[src/tardf_pkg.sv]
package tardf_pkg;

    localparam int COUNT_WIDTH = 16;

    localparam logic [8:0] BLOCK_LAST = 9'd511;
    localparam logic [8:0] NAME_LEN   = 9'd100;
    localparam logic [8:0] SIZE_FIRST = 9'd124;
    localparam logic [8:0] SIZE_LAST  = 9'd135;
    localparam logic [8:0] TYPE_POS   = 9'd156;

    localparam logic [7:0] CH_SPACE = 8'h20;
    localparam logic [7:0] CH_ZERO  = 8'h30;
    localparam logic [7:0] CH_SEVEN = 8'h37;
    localparam logic [7:0] CH_DIR   = 8'h35;

    typedef enum logic [1:0] {
        PH_HEADER  = 2'd0,
        PH_PAYLOAD = 2'd1,
        PH_ENDED   = 2'd2
    } t_phase;

    typedef enum logic [1:0] {
        OCT_SKIP   = 2'd0,
        OCT_DIGITS = 2'd1,
        OCT_DONE   = 2'd2
    } t_oct;

    typedef enum logic [2:0] {
        K_NAME = 3'd0,
        K_DIR  = 3'd1,
        K_FILE = 3'd2,
        K_DATA = 3'd3,
        K_END  = 3'd4
    } t_kind;

    typedef struct packed {
        t_kind       kind;
        logic [31:0] value;
        logic        last;
    } t_result;

    // results of one byte, r0 goes out first
    typedef struct packed {
        logic [1:0] cnt;
        t_result    r0;
        t_result    r1;
    } t_emit;

    function automatic t_emit push(t_emit e, t_kind k, logic [31:0] v, logic l);
        t_emit o;
        t_result r;
        o = e;
        r.kind  = k;
        r.value = v;
        r.last  = l;
        if (e.cnt == 2'd0) begin
            o.r0 = r;
        end else begin
            o.r1 = r;
        end
        o.cnt = e.cnt + 2'd1;
        return o;
    endfunction

endpackage

[src/tardf_parser.sv]
module tardf_parser
    import tardf_pkg::*;
(
    input  logic       i_clk,
    input  logic       i_rst_n,
    input  logic       i_fire,
    input  logic [7:0] i_byte,
    input  logic       i_eos,
    output t_emit      o_emit
);

    logic [8:0]             r_block_offset, n_block_offset;
    t_phase                 r_phase, n_phase;
    logic                   r_name_ended, n_name_ended;
    t_oct                   r_oct, n_oct;
    logic [31:0]            r_size_accum, n_size_accum;
    logic [7:0]             r_entry_type, n_entry_type;
    logic [31:0]            r_bytes_rem, n_bytes_rem;
    logic [32:0]            r_padded_rem, n_padded_rem;
    logic [COUNT_WIDTH-1:0] r_file_count, n_file_count;

    logic  digit;
    logic  is_file;
    t_emit emit;

    assign digit = (i_byte >= CH_ZERO) && (i_byte <= CH_SEVEN);

    always_comb begin
        n_block_offset = r_block_offset;
        n_phase        = r_phase;
        n_name_ended   = r_name_ended;
        n_oct          = r_oct;
        n_size_accum   = r_size_accum;
        n_entry_type   = r_entry_type;
        n_bytes_rem    = r_bytes_rem;
        n_padded_rem   = r_padded_rem;
        n_file_count   = r_file_count;
        emit           = '0;
        is_file        = 1'b0;

        unique case (r_phase)
            PH_HEADER: begin
                if (r_block_offset == 9'd0) begin
                    n_name_ended = 1'b0;
                    n_oct        = OCT_SKIP;
                    n_size_accum = '0;
                    n_entry_type = '0;
                end
                // empty name marks the end of the archive
                if (r_block_offset == 9'd0 && i_byte == 8'd0) begin
                    n_phase = PH_ENDED;
                end else begin
                    if (r_block_offset < NAME_LEN && !n_name_ended) begin
                        if (i_byte == 8'd0) begin
                            n_name_ended = 1'b1;
                        end else begin
                            emit = push(emit, K_NAME, {24'd0, i_byte}, 1'b0);
                        end
                    end
                    if (r_block_offset >= SIZE_FIRST && r_block_offset <= SIZE_LAST) begin
                        unique case (n_oct)
                            OCT_SKIP: begin
                                if (i_byte != CH_SPACE && i_byte != CH_ZERO) begin
                                    if (digit) begin
                                        n_size_accum = {29'd0, i_byte[2:0]};
                                        n_oct        = OCT_DIGITS;
                                    end else begin
                                        n_oct = OCT_DONE;
                                    end
                                end
                            end
                            OCT_DIGITS: begin
                                if (digit) begin
                                    n_size_accum = {n_size_accum[28:0], i_byte[2:0]};
                                end else begin
                                    n_oct = OCT_DONE;
                                end
                            end
                            default: ;
                        endcase
                    end
                    if (r_block_offset == TYPE_POS) begin
                        n_entry_type = i_byte;
                    end
                    if (r_block_offset == BLOCK_LAST) begin
                        is_file = (n_entry_type == CH_ZERO) || (n_entry_type == 8'd0);
                        if (n_entry_type == CH_DIR) begin
                            emit = push(emit, K_DIR, 32'd0, 1'b0);
                        end else if (is_file) begin
                            emit = push(emit, K_FILE, n_size_accum, 1'b0);
                            if (r_file_count != {COUNT_WIDTH{1'b1}}) begin
                                n_file_count = r_file_count + COUNT_WIDTH'(1);
                            end
                        end
                        n_bytes_rem    = is_file ? n_size_accum : 32'd0;
                        // round up to whole blocks in 33 bits so it never wraps
                        n_padded_rem   = ({1'b0, n_size_accum} + 33'd511)
                                         & ~33'd511;
                        n_block_offset = '0;
                        n_phase        = (n_padded_rem != 33'd0) ? PH_PAYLOAD : PH_HEADER;
                    end else begin
                        n_block_offset = r_block_offset + 9'd1;
                    end
                end
            end
            PH_PAYLOAD: begin
                if (r_bytes_rem != 32'd0) begin
                    n_bytes_rem = r_bytes_rem - 32'd1;
                    emit = push(emit, K_DATA, {24'd0, i_byte}, r_bytes_rem == 32'd1);
                end
                if (r_padded_rem != 33'd0) begin
                    n_padded_rem = r_padded_rem - 33'd1;
                end
                if (n_padded_rem == 33'd0) begin
                    n_phase        = PH_HEADER;
                    n_block_offset = '0;
                end
            end
            default: ;
        endcase

        if (i_eos) begin
            emit = push(emit, K_END, 32'(n_file_count), 1'b0);
            n_block_offset = '0;
            n_phase        = PH_HEADER;
            n_name_ended   = 1'b0;
            n_oct          = OCT_SKIP;
            n_size_accum   = '0;
            n_entry_type   = '0;
            n_bytes_rem    = '0;
            n_padded_rem   = '0;
            n_file_count   = '0;
        end
    end

    assign o_emit = emit;

    always_ff @(posedge i_clk) begin
        if (!i_rst_n) begin
            r_block_offset <= '0;
            r_phase        <= PH_HEADER;
            r_name_ended   <= 1'b0;
            r_oct          <= OCT_SKIP;
            r_size_accum   <= '0;
            r_entry_type   <= '0;
            r_bytes_rem    <= '0;
            r_padded_rem   <= '0;
            r_file_count   <= '0;
        end else if (i_fire) begin
            r_block_offset <= n_block_offset;
            r_phase        <= n_phase;
            r_name_ended   <= n_name_ended;
            r_oct          <= n_oct;
            r_size_accum   <= n_size_accum;
            r_entry_type   <= n_entry_type;
            r_bytes_rem    <= n_bytes_rem;
            r_padded_rem   <= n_padded_rem;
            r_file_count   <= n_file_count;
        end
    end

    a_payload_nonempty: assert property (@(posedge i_clk) disable iff (!i_rst_n)
        r_phase == PH_PAYLOAD |-> r_padded_rem != 33'd0)
        else $error("payload phase with nothing left to skip");

    a_data_within_padding: assert property (@(posedge i_clk) disable iff (!i_rst_n)
        r_phase == PH_PAYLOAD |-> {1'b0, r_bytes_rem} <= r_padded_rem)
        else $error("more data bytes left than payload bytes");

    a_count_monotonic: assert property (@(posedge i_clk) disable iff (!i_rst_n)
        i_rst_n && i_fire && !i_eos |=> r_file_count >= $past(r_file_count))
        else $error("file count dropped without stream end");

endmodule

[src/tardf_out_buf.sv]
module tardf_out_buf
    import tardf_pkg::*;
(
    input  logic        i_clk,
    input  logic        i_rst_n,
    input  logic        i_load,
    input  t_emit       i_emit,
    output logic        o_space,
    output logic        m_axis_tvalid,
    input  logic        m_axis_tready,
    output logic [31:0] m_axis_tdata,   // value
    output logic [2:0]  m_axis_tuser,   // kind
    output logic        m_axis_tlast    // last_of_file
);

    logic [1:0] r_cnt, n_cnt;
    t_result    r_slot0, n_slot0;
    t_result    r_slot1, n_slot1;
    logic       pop;

    assign pop = (r_cnt != 2'd0) && m_axis_tready;
    // a new byte may land only when the buffer is empty or drains this cycle
    assign o_space = (r_cnt == 2'd0) || (r_cnt == 2'd1 && m_axis_tready);

    always_comb begin
        n_cnt   = r_cnt;
        n_slot0 = r_slot0;
        n_slot1 = r_slot1;
        if (i_load) begin
            n_cnt   = i_emit.cnt;
            n_slot0 = i_emit.r0;
            n_slot1 = i_emit.r1;
        end else if (pop) begin
            n_cnt   = r_cnt - 2'd1;
            n_slot0 = r_slot1;
        end
    end

    always_ff @(posedge i_clk) begin
        if (!i_rst_n) begin
            r_cnt <= '0;
        end else begin
            r_cnt <= n_cnt;
        end
    end

    always_ff @(posedge i_clk) begin
        r_slot0 <= n_slot0;
        r_slot1 <= n_slot1;
    end

    assign m_axis_tvalid = (r_cnt != 2'd0);
    assign m_axis_tdata  = r_slot0.value;
    assign m_axis_tuser  = r_slot0.kind;
    assign m_axis_tlast  = r_slot0.last;

    a_cnt_bound: assert property (@(posedge i_clk) disable iff (!i_rst_n)
        r_cnt <= 2'd2)
        else $error("result buffer overfilled");

    a_load_when_drained: assert property (@(posedge i_clk) disable iff (!i_rst_n)
        i_load |-> o_space)
        else $error("results loaded over pending results");

    a_second_follows: assert property (@(posedge i_clk) disable iff (!i_rst_n)
        r_cnt == 2'd2 && m_axis_tready && !i_load |=> r_cnt == 2'd1)
        else $error("second result lost after first transaction");

endmodule

[src/tar_archive_stream_deframer.sv]
// path: an accepted byte passes the input register, then the result register, before its first
// result is shown; a second result follows once the first has been taken
// throughput: one byte per cycle while m_axis_tready holds; a byte with two results holds the
// input until its first result is taken, because the single result port drains one transaction per cycle
// reset: synchronous active-low i_rst_n returns the parser to the start of a header
// and empties the input and result registers
module tar_archive_stream_deframer
    import tardf_pkg::*;
(
    input  logic        i_clk,
    input  logic        i_rst_n,
    input  logic        s_axis_tvalid,
    output logic        s_axis_tready,
    input  logic [7:0]  s_axis_tdata,   // data_byte
    input  logic        s_axis_tlast,   // end_of_stream
    output logic        m_axis_tvalid,
    input  logic        m_axis_tready,
    output logic [31:0] m_axis_tdata,   // value
    output logic [2:0]  m_axis_tuser,   // kind
    output logic        m_axis_tlast    // last_of_file
);

    logic       r_in_valid;
    logic [7:0] r_in_byte;
    logic       r_in_eos;
    logic       space;
    logic       fire;
    t_emit      emit;

    assign fire          = r_in_valid && space;
    assign s_axis_tready = !r_in_valid || fire;

    always_ff @(posedge i_clk) begin
        if (!i_rst_n) begin
            r_in_valid <= 1'b0;
        end else if (s_axis_tready) begin
            r_in_valid <= s_axis_tvalid;
        end
    end

    always_ff @(posedge i_clk) begin
        if (s_axis_tready && s_axis_tvalid) begin
            r_in_byte <= s_axis_tdata;
            r_in_eos  <= s_axis_tlast;
        end
    end

    tardf_parser u_parser (
        .i_clk   (i_clk),
        .i_rst_n (i_rst_n),
        .i_fire  (fire),
        .i_byte  (r_in_byte),
        .i_eos   (r_in_eos),
        .o_emit  (emit)
    );

    tardf_out_buf u_out_buf (
        .i_clk         (i_clk),
        .i_rst_n       (i_rst_n),
        .i_load        (fire),
        .i_emit        (emit),
        .o_space       (space),
        .m_axis_tvalid (m_axis_tvalid),
        .m_axis_tready (m_axis_tready),
        .m_axis_tdata  (m_axis_tdata),
        .m_axis_tuser  (m_axis_tuser),
        .m_axis_tlast  (m_axis_tlast)
    );

endmodule
[config.mk]
export PLATFORM = sky130hd
export DESIGN_NAME = tar_archive_stream_deframer
export DESIGN_NICKNAME = d
export VERILOG_FILES = /design/src/tardf_pkg.sv /design/src/tardf_parser.sv /design/src/tardf_out_buf.sv /design/src/tar_archive_stream_deframer.sv
export SDC_FILE = /design/constraint.sdc
export NUM_CORES = 1
export LEC_CHECK = 0
export ABC_AREA = 1
export BUFFER_PORTS_ARGS = -buffer_cell sky130_fd_sc_hd__clkbuf_2
export CORE_ASPECT_RATIO = 0.7
export CORE_MARGIN = 1.5
export CORE_UTILIZATION = 60
export CTS_BUF_LIST = sky130_fd_sc_hd__clkbuf_4
export CTS_CLUSTER_DIAMETER = 120
export DETAILED_ROUTE_END_ITERATION = 16
export PLACE_DENSITY = 0.82
export SLEW_MARGIN = 0
export SYNTH_ARGS = -nofsm -noshare
export SYNTH_HDL_FRONTEND = slang
export SYNTH_SLANG_ARGS = --single-unit
[constraint.sdc]
create_clock -name i_clk -period 4.5 [get_ports i_clk]
set_input_delay 0.45 -clock i_clk [delete_from_list [all_inputs] [get_ports i_clk]]
set_output_delay 0.45 -clock i_clk [all_outputs]
set_load 0.02 [all_outputs]
Yosys cells after proc, flatten, opt, wreduce, memory -nomap -nowiden --
Cells that the tools add are included.
Word-level totals: latch bits 0, memory bits (read-only) 0, word-level logic and storage cells 169, output and inout bits 38, flip-flop bits (word level) 219, memories kept 0, input port bits 13, bits in writable memories 0
Operators by class: reduce and logical (&&, ||, !) cells 35, bitwise gates (word level) 0, mux-type cells 86, eq/ne operators 16, multiply operators 0, shifts and indexed selects 0, add/subtract/negate cells 8, order comparisons 5, div/mod/pow operators 0
Operators with widths (count):
- $mux 74 | 8
- $mux 32 | 15
- $mux 36 | 8
- $mux 33 | 5
- $pmux 74 s2 | 1
- $mux 73 | 2
- $pmux 32 s2 | 2
- $mux 16 | 7
- $pmux 33 s2 | 1
- $reduce_bool 33->1 | 2
- $mux 8 | 7
- $mux 9 | 4
- $add 32x9->33 const B | 1
- $logic_not 33->1 | 1
- $sub 33x1->33 const B | 1
- $eq 32x1->1 const B | 1
- $reduce_bool 32->1 | 1
- $sub 32x1->32 const B | 1
- $mux 2 | 15
- $pmux 9 s2 | 1
- $add 16x1->16 const B | 1
- $eq 8x6->1 const B | 2
- $logic_not 8->1 | 2
- $ne 16x16->1 const B | 1
- 27 further kinds | 60

Logic depth before layout (Yosys ltp) --
word-level depth 19, depth in mapped cells 32, gate-level depth less buffers 28

By module --
From an unflattened synthesis, not the netlist that was laid out.
Second synthesis, totals: cells, all modules 2285, area, all modules 14696.6 µm²
By module, submodules not included:
- tardf_parser | times used 1, cells an instance 2053, area an instance 11576.1 µm², sequential area each 2702.6 µm²
- tardf_out_buf | times used 1, cells an instance 214, area an instance 2791.4 µm², sequential area each 2202.1 µm²
- tar_archive_stream_deframer | times used 1, cells an instance 18, area an instance 329.1 µm², sequential area each 290.3 µm²

Least setup slack after synthesis --
Ideal clock, no wire load.
path type register to register, start reg u_parser.r_block_offset[0], end reg u_out_buf.r_slot1[8] (netlist name), data pin, path slack 0.536 ns, arrival 3.690 ns, setup time 0.274 ns, stages on the path, launching flop included 27, buffers on the path 5, period minus slack after synthesis 3.964 ns, path through dfxtp_1 -> inv_1 -> ha_1 -> inv_1 -> nor3_2 -> nand3_2 -> buf_6 -> nand3_1 -> o21ai_1 -> nor2_1 -> nor3b_2 -> nand3_2 -> buf_4 -> inv_2 -> buf_6 -> buf_2 -> ha_1 -> nand3_1 -> o211ai_1 -> nand2_1 -> inv_1 -> ha_1 -> nor2_1 -> inv_1 -> nand3_1 -> clkbuf_1 -> o22ai_1
RTL lines:
- start, declared | line tardf_parser.sv:12 | logic [8:0] r_block_offset, n_block_offset;
- start signal, assigned | line tardf_parser.sv:150 | r_block_offset <= n_block_offset;
- end signal, assigned | line tardf_out_buf.sv:49 | r_slot1 <= n_slot1;
- end, declared | line tardf_out_buf.sv:18 | t_result r_slot1, n_slot1;

Final worst setup path --
start reg u_parser.r_block_offset[5], end reg u_parser.r_phase[0]
Between the ends: cells in the longest elaborated chain, start to end 15, elaborated cells between the ends (all ways) 27, classes of those cells add/sub: 1; order compare: 2; eq/ne: 3; mux: 15; reduce/logical: 6
Ends and longest elaborated chain:
- $logic_not 9->1 | line tardf_parser.sv:43, tardf_parser.sv:50
- $mux 2 or $mux 32 (tied branches) | line tardf_parser.sv:43 | if (r_block_offset == 9'd0) begin
- $mux 2 or $mux 32 (tied branches) | line tardf_parser.sv:41, tardf_parser.sv:64
- $eq 2x1->1 (tied with other cells) | line tardf_parser.sv:61 | unique case (n_oct)
- $pmux 32 s2 | line tardf_parser.sv:61
- $mux 32 | line tardf_parser.sv:60 | if (r_block_offset >= SIZE_FIRST && r_block_offset <= SIZE_LAST) begin
- $mux 32 | line tardf_parser.sv:50 | if (r_block_offset == 9'd0 && i_byte == 8'd0) begin
- $mux 32 | line tardf_parser.sv:41 | unique case (r_phase)
- $add 32x9->33 | line tardf_parser.sv:97 | n_padded_rem = ({1'b0, n_size_accum} + 33'd511)
- $reduce_bool 33->1 | line tardf_parser.sv:100 | n_phase = (n_padded_rem != 33'd0) ? PH_PAYLOAD : PH_HEADER;
- $mux 1 | line tardf_parser.sv:100
- $mux 2 | line tardf_parser.sv:85 | if (r_block_offset == BLOCK_LAST) begin
- $mux 2 | line tardf_parser.sv:50
- $pmux 2 s2 | line tardf_parser.sv:41
- $mux 2 | line tardf_parser.sv:122 | if (i_eos) begin
- end signal, assigned | line tardf_parser.sv:151 | r_phase <= n_phase;
- end, declared | line tardf_parser.sv:13 | t_phase r_phase, n_phase;
Parallel ways exist; a longest one is shown, timed or not. The select of a mux whose other input is x is not followed. A chain may end at the register's enable or synchronous reset.

==> summary.md <==
| Metric | Value |
|---|---|
| Outcome | complete, no violations |
| Setup TNS | 0 ns |
| P_int | 3.78 mW |
| Routability congestion estimate | approximately 1.0 |
| CTS tree | built |
| Vias | 15500 |
| IO Count | 51 |
| Critical path fanouts, max | 16 |
| Hold depth | 4 |
| R2r worst-path depth | 22 |
| # nets final | roughly 2300 |
| Worst Skew | 0.0764 ns |
| Synthesis warning total | 0 |
| Crit. End Element | flip-flop |
| Syn Area/Cell | 6.57 µm² |
| Wire length per cell | 17.4 µm |
| Post-synthesis sequential area ratio | 35.7% |
| Synth area leader | dfxtp_1 |
| Initial antenna violation count | 1 |
| Starting Density | 61.1% |
| Synth top area share | between 10% and 20% |
| Final ANT Viol Nets | 0 |
| Pre-CTS setup slack | 0.385 ns |
| Final Setup Violations | 0 |
| Clock Latency Late Sink | 0.76 ns |
| Pin count of the biggest net entering global routing | 95 |
| DIE AREA | 25000 µm² |
| Total global routing track utilization | roughly 36% |
| Max-slew violation count | 0 |
| Most common cell after layout, fill and taps aside | nand2_1 |
| DRC errors left | 0 |
| Horiz. Die Dim | 189 µm |
| Hold Crit Endpoint | r_in_valid$_SDFFE_PN0N_ |
| H-tree level count | 2 |
| Top_reg_cell synth | dfxtp_1 |
| Fin crit share | between 90% and 100% |
| Vias per inst | about 6 |
| Cell Area, Synth | 14500 µm² |
| Hold WC Path Type | input port to flip-flop |
| FF-to-FF setup slack | between 0.4 and 0.5 ns |
| Drt first pass iters | 6 |
| Clk slew on worst S/H paths | 0.07 ns |
| RSZ-0062 raised after global routing | no |
| RR Startpoint | u_parser.r_block_offset[5]$_SDFFE_PN0P_ |
| Global route overflow | 0 |
| Fmax | 0.245 GHz |
| Clock network power share | 26.5% |
| DRT iter0 DRCs | 2077 |
| Unique cell type count in the Yosys netlist | 64 |
| Vias in the first global route | 13600 |
| Setup crit start kind | flip-flop |
| Drt total wl | ~46000 µm |
| Ys async rst share | 0% |
| Most frequent cells in the layout | nand2_1 (652), nor2_1 (272), inv_1 (187), a21oi_1 (183), nand3_1 (144) |
| Min-delay src | m_axis_tready |
| First-pass GRT wire length | between 70000 and 80000 µm |
| Net Sw Frac | 41.0% |
| VDD IR max | 0.329 mV |
| Sequential share of power | 38.9% |
| Hold Violations, Final | 0 |
| Core footprint | 23600 µm² |
| Number of enable flip-flop cells after synthesis | 80 |
| DP HPWL | 34200 µm |
| Syn Nets | 2225 |
| Crit path setup slack, layout | between 0.4 and 0.5 ns |
| CTS max path bufs | 3 |
| WP data arrival | 4.67 ns |
| Total power | 6.41 mW |
| Gate Count Post-Synth | 2199 |
| CP Data Required Time | 5.09 ns |
| Row count | 47 |
| Tmin final | 4.08 ns |
| Worst-Margin Slew | 0.954 ns |
| Clock sinks | ~220 |
| Pwr Density | 404 nW/µm² |
| Max-cap check violation count | 0 |
| Combinational power share | 34.5% |
| Share of cells above drive strength 1 | 13.5% |
| Area Overhead vs Synth | 9.79% |
| CTS root buf | clkbuf_4 |
| DIE HEIGHT | 133 µm |
| Pleak | approximately 7 nW |
| Slew HR | 36.2% |
| IO buf count | 50 |
| Net Sw Power | 2.63 mW |
| Area contributors post-synth | dfxtp_1 (19%), nand2_1 (17%), edfxtp_1 (17%) |
| TritonCTS Buffers | 54 |
| Setup CP Type | flip-flop to flip-flop |
| Yosys reg bits | ~220 |
| Util after Layout | 67.1% |
| Reg2reg end | u_parser.r_phase[0]$_SDFFE_PN0P_ |
## metal layers
layer | track usage [%] | wire length, µm
met4 | 9.30 | 892
met5 | 0 | 0
met2 | 48.8 | 18100
met1 | 56.3 | 20600
met3 | 9.71 | 6200
## registers in the layout (all words and copies together) (netlist names), 2 cells and up
| name | count |
|---|---|
| u_parser.r_block_offset | 9 |
| u_parser.r_size_accum | 32 |
| u_out_buf.r_slot1 | 35 |
| u_out_buf.m_axis_tuser | 3 |
| u_parser.r_oct | 2 |
| r_in_byte | 8 |
| u_parser.r_file_count | 16 |
| u_parser.r_padded_rem | 33 |
| u_parser.r_bytes_rem | 32 |
| u_out_buf.r_cnt | 2 |
| u_parser.r_entry_type | 8 |
| u_out_buf.m_axis_tdata | 32 |
| u_parser.r_phase | 2 |
## cell families after synthesis
logic type	synth area share, %
buf+inv	8.65
flops	35.7
xor+xnor	2.24
simple gates	37.6
fa+ha+maj	1.13
mux	0.0779
compound gates	14.6
## worst max-delay path by stage
| stage | from | depth (start not counted) | endpoint |
|---|---|---|---|
| after floorplan | u_parser.r_block_offset[0]$_SDFFE_PN0P_ | 26 | u_out_buf.r_slot1[8]$_DFFE_PP_ |
| after global placement | u_parser.r_block_offset[5]$_SDFFE_PN0P_ | 22 | u_parser.r_phase[0]$_SDFFE_PN0P_ |
| after detailed placement | u_parser.r_block_offset[0]$_SDFFE_PN0P_ | 25 | u_out_buf.m_axis_tdata[15]$_DFFE_PP_ |
| after CTS | u_parser.r_block_offset[0]$_SDFFE_PN0P_ | 25 | u_out_buf.m_axis_tdata[23]$_DFFE_PP_ |
| after global routing | u_parser.r_block_offset[3]$_SDFFE_PN0P_ | 23 | u_parser.r_phase[0]$_SDFFE_PN0P_ |
| final | u_parser.r_block_offset[5]$_SDFFE_PN0P_ | 22 | u_parser.r_phase[0]$_SDFFE_PN0P_ |
## final cells by class
| cell class | instances | area (µm²) |
|---|---|---|
| Inverter | 225 | 847 |
| Tap cell | 318 | 398 |
| Multi-Input combinational cell | 1674 | 8070 |
| Fill cell | 2169 | 7770 |
| Clock buffer | 73 | 548 |
| Clock inverter | 29 | 153 |
| Antenna cell | 1 | 2.50 |
| Timing Repair Buffer | 103 | 686 |
| Sequential cell | 218 | 5160 |
## synthesized netlist by cell type, types with 9 or more instances
library cell  instances
o211ai_1              9
nand3_1             144
nor2_4               12
a22oi_1              15
clkbuf_1             55
nand3_2              13
xnor2_1               9
o21ai_0             102
ha_1                 13
nor2_2               23
inv_1               187
nand2_1             652
nor4_1               10
dfxtp_1             138
edfxtp_1             80
nand2_2              28
inv_2                33
nor2_1              276
nor3_1               36
xor2_1               28
o22ai_1              15
nand4_1              25
o21ai_1              13
a21oi_1             183
## through the flow
step           hold slack, ns  std cells  cell area, µm²
6_report                0.149       2641           15900
5_1_grt                 0.188       2641           15900
4_1_cts                 0.117       2632           15800
3_5_place_dp            0.461       2520           15000
3_3_place_gp            0.453       2520           15000
2_1_floorplan           0.445       2199           14500
## critical path, cell delays in order (launching register included)
cell,delay (ns)
dfxtp_1,0.38
nor2_1,0.20
nand3_1,0.13
nor2_1,0.12
nor2_1,0.05
nor2_2,0.60
nand2_2,0.36
nand2_1,0.17
nand2_1,0.07
nor2_2,0.21
nand2_1,0.11
nor2_1,0.28
nand2_2,0.29
nand2_1,0.29
inv_1,0.09
nand3_1,0.09
nand2_1,0.08
nor2_1,0.11
nand2_1,0.06
nor2_1,0.10
nand2_1,0.06
nand2_1,0.05
a21oi_1,0.05
## power groups by stage
stage	combinational (mW)	sequential, mW	clock, mW
final	2.21	2.50	1.70
after global routing	2.38	2.52	1.82
after CTS	2.14	2.49	1.72
after detailed placement	2.12	2.54	0
after global placement	2.10	2.52	0
after floorplan	1.36	2.68	0
## repair_timing
item / 4_1_cts / 5_1_grt
endpoints found under the setup margin: 0 / 25
resized for setup: 0 / 4
hold buffers: 10 / 0
hold endpoints to repair: 10 / 0
setup buffers: 0 / 8
No activity file was read; power rests on OpenSTA's default activity.
